`src/rtl/core/phrf_pkg.sv`:
```
// Shared types, constants and the rule compare function of the packet header rule filter.
`timescale 1ns / 1ps

package phrf_pkg;

    // Table sizing
    localparam int MAX_RULES = 16;
    localparam int IDX_W     = (MAX_RULES > 1) ? $clog2(MAX_RULES) : 1;
    localparam int CNT_W     = $clog2(MAX_RULES + 1);

    // Request kinds
    typedef enum logic [1:0] {
        KIND_ADD   = 2'd0,
        KIND_MATCH = 2'd1,
        KIND_CLEAR = 2'd2
    } kind_t;

    // Result status codes
    typedef enum logic [1:0] {
        ST_OK       = 2'd0,
        ST_NO_TESTS = 2'd1,
        ST_FULL     = 2'd2
    } status_t;

    // Test flag bit positions
    localparam int T_NET   = 0;
    localparam int T_TRANS = 1;
    localparam int T_EPORT = 2;
    localparam int T_DPORT = 3;
    localparam int T_SPORT = 4;
    localparam int T_EADDR = 5;
    localparam int T_SADDR = 6;
    localparam int T_DADDR = 7;

    // Controller states
    typedef enum logic [1:0] {
        S_IDLE,
        S_SCAN,
        S_DONE
    } state_t;

    // One stored rule
    typedef struct packed {
        logic [7:0]  tests;
        logic [15:0] net_proto;
        logic [7:0]  trans_proto;
        logic [15:0] src_port;
        logic [15:0] dst_port;
        logic [31:0] src_addr;
        logic [31:0] src_mask;
        logic [31:0] dst_addr;
        logic [31:0] dst_mask;
    } rule_t;

    // Header under test
    typedef struct packed {
        logic [15:0] net_proto;
        logic [7:0]  trans_proto;
        logic [15:0] src_port;
        logic [15:0] dst_port;
        logic [31:0] src_addr;
        logic [31:0] dst_addr;
    } hdr_t;

    // Controller to datapath
    typedef struct packed {
        logic accept;     // request taken this cycle
        logic scan_en;    // step the rule scan
        logic scan_done;  // capture scan outcome as pending result
        logic out_load;   // move pending result into output register
    } cmd_t;

    // Datapath to controller
    typedef struct packed {
        logic start_scan; // incoming request needs a table scan
        logic scan_hit;   // rule in read stage matches
        logic scan_end;   // rule in read stage is the last one
    } stat_t;

    // All enabled tests of one rule against a header
    function automatic logic rule_hits(input rule_t r, input hdr_t h);
        logic [31:0] s_m;
        logic [31:0] d_m;
        logic [31:0] dd_m;
        logic        ok;
        s_m  = h.src_addr & r.src_mask;
        d_m  = h.dst_addr & r.src_mask;
        dd_m = h.dst_addr & r.dst_mask;
        ok   = 1'b1;
        if (r.tests[T_NET] && (r.net_proto != h.net_proto))
            ok = 1'b0;
        if (r.tests[T_TRANS] && (r.trans_proto != h.trans_proto))
            ok = 1'b0;
        if (r.tests[T_EPORT] && (r.src_port != h.src_port) && (r.src_port != h.dst_port))
            ok = 1'b0;
        if (r.tests[T_DPORT] && (r.dst_port != h.dst_port))
            ok = 1'b0;
        if (r.tests[T_SPORT] && (r.src_port != h.src_port))
            ok = 1'b0;
        if (r.tests[T_EADDR] && (r.src_addr != s_m) && (r.src_addr != d_m))
            ok = 1'b0;
        if (r.tests[T_SADDR] && (r.src_addr != s_m))
            ok = 1'b0;
        if (r.tests[T_DADDR] && (r.dst_addr != dd_m))
            ok = 1'b0;
        return ok;
    endfunction

endpackage

```
`src/rtl/core/phrf_ctrl.sv`:
```
// Controller state machine: request acceptance, scan sequencing, output register handshake.
`timescale 1ns / 1ps

module phrf_ctrl (
    input  logic             clk,
    input  logic             rst_n,
    input  logic             req_valid,
    output logic             req_stall,
    output logic             res_valid,
    input  logic             res_stall,
    input  phrf_pkg::stat_t  stat,
    output phrf_pkg::cmd_t   cmd
);

    phrf_pkg::state_t state_reg;
    phrf_pkg::state_t state_next;
    logic             res_valid_reg;
    logic             res_valid_next;
    logic             out_free;

    // State and output valid registers
    always_ff @(posedge clk or negedge rst_n)
    begin
        if (!rst_n)
        begin
            state_reg     <= phrf_pkg::S_IDLE;
            res_valid_reg <= 1'b0;
        end
        else
        begin
            state_reg     <= state_next;
            res_valid_reg <= res_valid_next;
        end
    end

    assign out_free  = !res_valid_reg || !res_stall;
    assign req_stall = (state_reg != phrf_pkg::S_IDLE);
    assign res_valid = res_valid_reg;

    // Next state and commands
    always_comb
    begin
        state_next     = state_reg;
        cmd            = '0;
        res_valid_next = res_valid_reg && res_stall;
        case (state_reg)
            phrf_pkg::S_IDLE:
            begin
                if (req_valid)
                begin
                    cmd.accept = 1'b1;
                    state_next = stat.start_scan ? phrf_pkg::S_SCAN : phrf_pkg::S_DONE;
                end
            end
            phrf_pkg::S_SCAN:
            begin
                cmd.scan_en = 1'b1;
                if (stat.scan_hit || stat.scan_end)
                begin
                    cmd.scan_done = 1'b1;
                    state_next    = phrf_pkg::S_DONE;
                end
            end
            phrf_pkg::S_DONE:
            begin
                if (out_free)
                begin
                    cmd.out_load   = 1'b1;
                    res_valid_next = 1'b1;
                    state_next     = phrf_pkg::S_IDLE;
                end
            end
            default:
            begin
                state_next = phrf_pkg::S_IDLE;
            end
        endcase
    end

    // Checks
    a_load_only_when_free: assert property (@(posedge clk) disable iff (!rst_n)
        cmd.out_load |-> out_free)
        else $error("result loaded over an unread result");

    a_accept_leaves_idle: assert property (@(posedge clk) disable iff (!rst_n)
        cmd.accept |=> (state_reg != phrf_pkg::S_IDLE))
        else $error("controller stayed idle after a request");

    a_scan_finish: assert property (@(posedge clk) disable iff (!rst_n)
        (state_reg == phrf_pkg::S_SCAN) && (stat.scan_hit || stat.scan_end)
        |=> (state_reg == phrf_pkg::S_DONE))
        else $error("scan outcome not handed on");

    a_load_sets_valid: assert property (@(posedge clk) disable iff (!rst_n)
        cmd.out_load |=> res_valid_reg)
        else $error("loaded result not presented");

endmodule

```
`src/rtl/core/phrf_dp.sv`:
```
// Datapath: rule table memory, rule count, header register, scan pipeline and result registers.
`timescale 1ns / 1ps

module phrf_dp (
    input  logic             clk,
    input  logic             rst_n,
    input  phrf_pkg::cmd_t   cmd,
    output phrf_pkg::stat_t  stat,
    input  logic [1:0]       kind,
    input  logic [7:0]       test_flags,
    input  logic [15:0]      net_proto,
    input  logic [7:0]       trans_proto,
    input  logic [15:0]      src_port,
    input  logic [15:0]      dst_port,
    input  logic [31:0]      src_addr,
    input  logic [31:0]      dst_addr,
    input  logic [31:0]      src_mask,
    input  logic [31:0]      dst_mask,
    output logic             matched,
    output logic [1:0]       status
);

    phrf_pkg::rule_t                 rule_mem [phrf_pkg::MAX_RULES];
    logic [phrf_pkg::CNT_W-1:0]      rule_count_reg;
    logic [phrf_pkg::CNT_W-1:0]      rule_count_next;
    logic [phrf_pkg::CNT_W-1:0]      issue_cnt_reg;
    logic [phrf_pkg::CNT_W-1:0]      issue_cnt_next;
    logic                            rd_vld_reg;
    logic                            rd_vld_next;
    logic                            rd_last_reg;
    logic                            rd_last_next;
    phrf_pkg::rule_t                 rd_data_reg;
    phrf_pkg::hdr_t                  hdr_reg;
    logic                            pend_matched_reg;
    logic [1:0]                      pend_status_reg;
    logic                            out_matched_reg;
    logic [1:0]                      out_status_reg;

    logic                            table_full;
    logic                            mem_we;
    logic                            issue;
    logic                            hit;
    logic                            acc_matched;
    logic [1:0]                      acc_status;
    phrf_pkg::rule_t                 wr_rule;
    phrf_pkg::hdr_t                  hdr_in;

    assign table_full = (rule_count_reg >= phrf_pkg::CNT_W'(phrf_pkg::MAX_RULES));

    assign wr_rule = '{tests: test_flags, net_proto: net_proto, trans_proto: trans_proto,
                       src_port: src_port, dst_port: dst_port, src_addr: src_addr,
                       src_mask: src_mask, dst_addr: dst_addr, dst_mask: dst_mask};

    assign hdr_in = '{net_proto: net_proto, trans_proto: trans_proto, src_port: src_port,
                      dst_port: dst_port, src_addr: src_addr, dst_addr: dst_addr};

    // Immediate effects of an accepted request
    always_comb
    begin
        mem_we          = 1'b0;
        acc_matched     = 1'b0;
        acc_status      = phrf_pkg::ST_OK;
        rule_count_next = rule_count_reg;
        if (cmd.accept)
        begin
            case (kind)
                phrf_pkg::KIND_ADD:
                begin
                    if (test_flags == 8'd0)
                        acc_status = phrf_pkg::ST_NO_TESTS;
                    else if (table_full)
                        acc_status = phrf_pkg::ST_FULL;
                    else
                    begin
                        mem_we          = 1'b1;
                        rule_count_next = rule_count_reg + phrf_pkg::CNT_W'(1);
                    end
                end
                phrf_pkg::KIND_MATCH:
                begin
                    // empty table lets everything through
                    acc_matched = (rule_count_reg == '0);
                end
                phrf_pkg::KIND_CLEAR:
                begin
                    rule_count_next = '0;
                end
                default:
                begin
                    acc_matched = 1'b0;
                end
            endcase
        end
    end

    assign stat.start_scan = (kind == phrf_pkg::KIND_MATCH) && (rule_count_reg != '0);

    // Scan: one rule read per cycle, compared in the cycle after its read
    assign issue          = cmd.scan_en && (issue_cnt_reg < rule_count_reg);
    assign issue_cnt_next = cmd.accept ? '0
                          : (issue ? issue_cnt_reg + phrf_pkg::CNT_W'(1) : issue_cnt_reg);
    assign rd_vld_next    = issue;
    assign rd_last_next   = (issue_cnt_reg + phrf_pkg::CNT_W'(1)) == rule_count_reg;

    assign hit           = phrf_pkg::rule_hits(rd_data_reg, hdr_reg);
    assign stat.scan_hit = rd_vld_reg && hit;
    assign stat.scan_end = rd_vld_reg && rd_last_reg;

    // Control registers
    always_ff @(posedge clk or negedge rst_n)
    begin
        if (!rst_n)
        begin
            rule_count_reg <= '0;
            issue_cnt_reg  <= '0;
            rd_vld_reg     <= 1'b0;
            rd_last_reg    <= 1'b0;
        end
        else
        begin
            rule_count_reg <= rule_count_next;
            issue_cnt_reg  <= issue_cnt_next;
            rd_vld_reg     <= rd_vld_next;
            rd_last_reg    <= rd_last_next;
        end
    end

    // Rule table memory, registered read
    always_ff @(posedge clk)
    begin
        if (mem_we)
            rule_mem[rule_count_reg[phrf_pkg::IDX_W-1:0]] <= wr_rule;
        if (issue)
            rd_data_reg <= rule_mem[issue_cnt_reg[phrf_pkg::IDX_W-1:0]];
    end

    // Header and result payload
    always_ff @(posedge clk)
    begin
        if (cmd.accept)
        begin
            hdr_reg          <= hdr_in;
            pend_matched_reg <= acc_matched;
            pend_status_reg  <= acc_status;
        end
        else if (cmd.scan_done)
        begin
            pend_matched_reg <= stat.scan_hit;
            pend_status_reg  <= phrf_pkg::ST_OK;
        end
        if (cmd.out_load)
        begin
            out_matched_reg <= pend_matched_reg;
            out_status_reg  <= pend_status_reg;
        end
    end

    assign matched = out_matched_reg;
    assign status  = out_status_reg;

    // Checks
    a_count_bound: assert property (@(posedge clk) disable iff (!rst_n)
        rule_count_reg <= phrf_pkg::CNT_W'(phrf_pkg::MAX_RULES))
        else $error("rule count beyond table size");

    a_no_write_when_full: assert property (@(posedge clk) disable iff (!rst_n)
        mem_we |-> !table_full)
        else $error("rule written into a full table");

    a_read_in_range: assert property (@(posedge clk) disable iff (!rst_n)
        issue |-> (issue_cnt_reg < rule_count_reg))
        else $error("scan read beyond stored rules");

endmodule

```
`src/rtl/core/packet_header_rule_filter_unit.sv`:
```
// Top level of the packet header rule filter: controller plus datapath.
`timescale 1ns / 1ps
// Use:
//   Request channel (req_valid / req_stall) carries kind plus rule or header fields.
//   kind add stores a rule, kind clear empties the table, kind match tests a header.
//   Result channel (res_valid / res_stall) returns matched and status, one per request.
//   A request is taken when req_valid is high and req_stall is low.
// Sequencing:
//   Add, clear and match on an empty table: accepted in idle, the controller goes
//   to the done state, loads the result into the output register and raises res_valid.
//   Match: the scan reads one stored rule per cycle from the rule memory and
//   compares it in the cycle after its read, stopping at the first hit or the
//   last stored rule; the result then goes through the done state as above.
//   One request is in work at a time: req_stall stays high until its result is loaded.
// Reset:
//   rst_n clears the rule count (empty table) and the output valid; rule
//   memory contents are left as they are and are never read unless written.
// Back-pressure:
//   The result sits in an output register while res_stall is high; the next
//   request may be taken and worked on, and waits to load until that result is taken.

module packet_header_rule_filter_unit (
    input  logic        clk,
    input  logic        rst_n,
    input  logic        req_valid,
    output logic        req_stall,
    input  logic [1:0]  kind,
    input  logic [7:0]  test_flags,
    input  logic [15:0] net_proto,
    input  logic [7:0]  trans_proto,
    input  logic [15:0] src_port,
    input  logic [15:0] dst_port,
    input  logic [31:0] src_addr,
    input  logic [31:0] dst_addr,
    input  logic [31:0] src_mask,
    input  logic [31:0] dst_mask,
    output logic        res_valid,
    input  logic        res_stall,
    output logic        matched,
    output logic [1:0]  status
);

    phrf_pkg::cmd_t  cmd;
    phrf_pkg::stat_t stat;

    // Sequencing
    phrf_ctrl u_ctrl (
        .clk       (clk),
        .rst_n     (rst_n),
        .req_valid (req_valid),
        .req_stall (req_stall),
        .res_valid (res_valid),
        .res_stall (res_stall),
        .stat      (stat),
        .cmd       (cmd)
    );

    // Rule table and compare
    phrf_dp u_dp (
        .clk         (clk),
        .rst_n       (rst_n),
        .cmd         (cmd),
        .stat        (stat),
        .kind        (kind),
        .test_flags  (test_flags),
        .net_proto   (net_proto),
        .trans_proto (trans_proto),
        .src_port    (src_port),
        .dst_port    (dst_port),
        .src_addr    (src_addr),
        .dst_addr    (dst_addr),
        .src_mask    (src_mask),
        .dst_mask    (dst_mask),
        .matched     (matched),
        .status      (status)
    );

endmodule

```
`config.mk`:
```
export PLATFORM = sky130hd
export DESIGN_NAME = packet_header_rule_filter_unit
export DESIGN_NICKNAME = d
export VERILOG_FILES = /design/src/rtl/core/phrf_pkg.sv /design/src/rtl/core/phrf_ctrl.sv /design/src/rtl/core/phrf_dp.sv /design/src/rtl/core/packet_header_rule_filter_unit.sv
export SDC_FILE = /design/constraint.sdc
export NUM_CORES = 2
export LEC_CHECK = 0
export BUFFER_PORTS_ARGS = -buffer_cell sky130_fd_sc_hd__buf_2
export CAP_MARGIN = 20
export CORE_UTILIZATION = 50
export DETAILED_ROUTE_END_ITERATION = 8
export PLACE_DENSITY = 0.63
export SYNTH_ARGS = -nofsm -noshare
export SYNTH_HDL_FRONTEND = slang
export SYNTH_SLANG_ARGS = --single-unit
```
`constraint.sdc`:
```
create_clock -name clk -period 24.3 [get_ports clk]
set_input_delay 3.645 -clock clk [delete_from_list [all_inputs] [get_ports clk]]
set_output_delay 3.645 -clock clk [all_outputs]
set_load 0.02 [all_outputs]
```
==> key figures <==
Place
  – Detail Placement HPWL: around 160 mm
  – Port bufs: 202
  – GP Congestion: 0.787
  – Number of placed instances with taps included: 8592

Power and ir drop
  – Pwr per Cell Area: 98.7 mW/mm^2
  – Static power due to leakage: 44.0 nW
  – PnR Total Power: 0.0143 W
  – Max VDD drop: around 88 uV

Timing
  – RSZ-0062 raised after global routing: false
  – Summed negative setup slack over all endpoints: 0 ns
  – Final hold violations: 0
  – Clock skew: about 0.08 ns
  – Count of final setup violators: 0
  – Final period demand of the worst path: approximately 8 ns
  – Worst slew pin tran: 1.17 ns
  – Worst hold-check slack: 0.424 ns
  – Final period util: between 30% and 40%
  – Fmax achieved: 122 MHz
  – Headroom to the max-slew limit: between 20% and 30%
  – Final Max Tran Viols: 0

Yosys
  – Avg Inst Size Synth: 24.9 sq um
  – Gate Count Post-Synth: 5146
  – Synth cell types: 40
  – Area contributors post-synth: sky130_fd_sc_hd__edfxtp_1, sky130_fd_sc_hd__mux4_2, sky130_fd_sc_hd__xnor2_1
  – Register area share after synthesis: 79.7%
  – Number of flip-flops and latches in the synthesized netlist: 3405
  – Biggest area consumer among synthesized cells: sky130_fd_sc_hd__edfxtp_1
  – Fraction of synthesized cell area taken by the top area cell type: between 70% and 80%
  – Syn nets: 5354
  – Post-synth EDFFs: approximately 3400
  – Cell area after synthesis: 0.128 sq mm
  – Commonest register cell after synthesis: sky130_fd_sc_hd__edfxtp_1
  – Number of warnings printed during yosys synthesis: 0
  – Async set or reset register ratio after synthesis: 0.441%

Setup path
  – Type of origin of the critical path: primary input
  – Required arrival time at the worst endpoint: approximately 25 ns
  – Classification of the worst setup path: primary input to flip-flop
  – Type of destination of the critical path: flip-flop
  – Source of the worst register-to-register timing path: u_ctrl.state_reg[0]
  – Worst-path maximum fanout: 70
  – Arrival time at the worst endpoint: 8.69 ns
  – R2r worst-path depth: 10
  – Critical register-to-register path endpoint: u_dp.rule_mem[11][105]
  – Reg2Reg Setup Slack: approximately 18 ns

Die
  – Core area: 0.254 sq mm
  – DIE WIDTH: 508 microns
  – Die ar.: 0.258 sq mm
  – Vertical die dimension: 508 microns
  – I/O pin cnt: between 200 and 250
  – Count of standard-cell rows: 185
  – Effective utilization at floorplan: between 50 and 60%

Clock network
  – Clock-pin slew on the worst setup and hold paths: 0.06 ns
  – Post-CTS setup buffer count: 0
  – CTS hold repair buffers: 0
  – Clock Path Buffers: 4
  – CTS Buf Count: 355
  – Skew-Pair Late Insertion Delay: between 0.9 and 1 ns
  – Number of sinks handled by clock tree synthesis: 3405
  – Number of gates given a new drive strength after cts: 0
  – CTS tree: built
  – Deepest level of the CTS H-tree: 5
  – Clk root buf: sky130_fd_sc_hd__clkbuf_16

Detailed routing
  – Antenna-violating nets left: 0
  – Final wirelength: just over 300 mm
  – Number of DRC violations after detailed-routing iteration 0: 6157
  – Vias: 57700
  – DR vias/cell: 6.25
  – Router iterations before antenna repair: 5
  – Routed wire length per instance: 32.8 microns
  – DR DRC count: 0

Finish
  – Max FFs per register: 3072
  – Number of inserted filler cells in the final layout: 18100
  – Area delta synth->final: 12.9%
  – Share of cells above drive strength 1: 30.0%
  – Most common cell after layout, fill and taps aside: sky130_fd_sc_hd__edfxtp_1
  – Top library cells by usage in the layout, fill and taps aside: sky130_fd_sc_hd__edfxtp_1, sky130_fd_sc_hd__mux4_2, sky130_fd_sc_hd__clkbuf_16
  – Final Net Count: slightly below 6000
  – Final instance count without filler cells: 9243

Outcome
  – Run status: completed

Global route
  – Largest net degree at the start of global routing: between 100 and 150
  – Initial antenna violation count: between 90 and 100
  – Remaining Overflow, GRT: 0
  – Vias in the first global route: 58600
  – First-pass GRT wire length: between 400 and 500 mm
  – GRT Total Usage: 23.7%

Hold path
  – Worst hold stages: 0
  – Hold_sp: u_dp.pend_matched_reg
  – Kind of path behind the tightest hold check: flip-flop to flip-flop
  – Capture endpoint of the worst hold path: u_dp.matched

Job
  – Max-cap check violation count: 0
## logic make-up after synthesis
logic type | after synthesis | share of synthesized area [%]
DFF | 3405 | 79.7
muxes | 961 | 16.6
buffers and inverters | 236 | 0.844
and+or+nand+nor | 234 | 1.03
AOI/OAI and AO/OA | 197 | 1.02
xor gates and xnor gates | 103 | 0.704
adders and majority gates | 10 | 0.0976
## per-stage QoR
step | setup WS, ns | area, sq um | util [%]
detailed placement | 15.02 | 133000 | 52.5
floorplan | 4.22 | 128000 | -
global route | 15.78 | 145000 | 56.9
global placement | 15.05 | 133000 | 52.5
finish | 16.10 | 145000 | 56.9
CTS | 15.95 | 145000 | 56.9
## area by class of cell
class	count	area [sq um]	area share, %
clock inverters	205	1900	1.32
repair buffers	308	2030	1.41
well taps	3366	4210	2.91
inverters	9	46.3	0.0320
multi-input cells	1505	25000	17.3
clock buffers	427	9260	6.40
flip-flops and latches	3405	102000	70.6
diodes	18	45.0	0.0311
## power breakdown
group	leakage [nW]	total (W)	internal, W	switching, W
Clock	5.47	0.00525	0.00306	0.00219
Combinational	7.73	0.00210	0.00102	0.00109
Sequential	30.7	0.00693	0.00676	0.000178
Total	44.0	0.0143	0.0108	0.00345
## worst max-delay path, cell delays in order
cell,delay [ns]
sky130_fd_sc_hd__buf_2,0.09
sky130_fd_sc_hd__nand2_1,0.18
sky130_fd_sc_hd__inv_6,0.60
sky130_fd_sc_hd__nand3_1,0.23
sky130_fd_sc_hd__nor2_1,0.40
sky130_fd_sc_hd__nand2_1,0.31
sky130_fd_sc_hd__nor2_4,0.63
sky130_fd_sc_hd__buf_4,0.75
sky130_fd_sc_hd__buf_4,0.76
sky130_fd_sc_hd__buf_4,0.95
## cell usage after synthesis (4+ instances only)
master	count
sky130_fd_sc_hd__and3b_1	18
sky130_fd_sc_hd__inv_1	8
sky130_fd_sc_hd__nor4_1	9
sky130_fd_sc_hd__buf_2	79
sky130_fd_sc_hd__o21ai_0	7
sky130_fd_sc_hd__ha_1	10
sky130_fd_sc_hd__clkbuf_1	104
sky130_fd_sc_hd__edfxtp_1	3390
sky130_fd_sc_hd__nor2b_1	31
sky130_fd_sc_hd__o22a_1	19
sky130_fd_sc_hd__xor2_1	43
sky130_fd_sc_hd__nand2_1	39
sky130_fd_sc_hd__buf_4	4
sky130_fd_sc_hd__mux4_2	931
sky130_fd_sc_hd__a211oi_1	49
sky130_fd_sc_hd__a21o_1	19
sky130_fd_sc_hd__a21boi_0	18
sky130_fd_sc_hd__mux2i_1	29
sky130_fd_sc_hd__buf_6	11
sky130_fd_sc_hd__xnor2_1	60
sky130_fd_sc_hd__nand3_1	27
sky130_fd_sc_hd__dfrtp_1	15
sky130_fd_sc_hd__buf_1	29
sky130_fd_sc_hd__nor2_1	25
sky130_fd_sc_hd__nor3_1	6
sky130_fd_sc_hd__a21oi_1	74
sky130_fd_sc_hd__and3_1	40
sky130_fd_sc_hd__nand4_1	32
## how the worst max path moves through the flow
stage / start / end / slack (ns)
5_1_grt: req_valid / u_dp.rule_mem[11][105] / 15.78
3_5_place_dp: req_valid / u_dp.rule_mem[11][122] / 15.02
2_1_floorplan: req_valid / u_dp.rule_mem[1][0] / 4.22
3_3_place_gp: req_valid / u_dp.rule_mem[6][73] / 15.05
4_1_cts: req_valid / u_dp.rule_mem[11][114] / 15.95
6_report: req_valid / u_dp.rule_mem[11][105] / 16.10
## layer usage
layer / part of all wire, % / vias up / track usage (%)
li1: - / 23200 / -
met1: 42 / 31600 / 34.2
met3: 7.4 / 541 / 4.62
met2: 48 / 2283 / 37.7
met5: 0.12 / - / 0
met4: 2.3 / 52 / 5.53
Power figures use the tool's default switching activity.
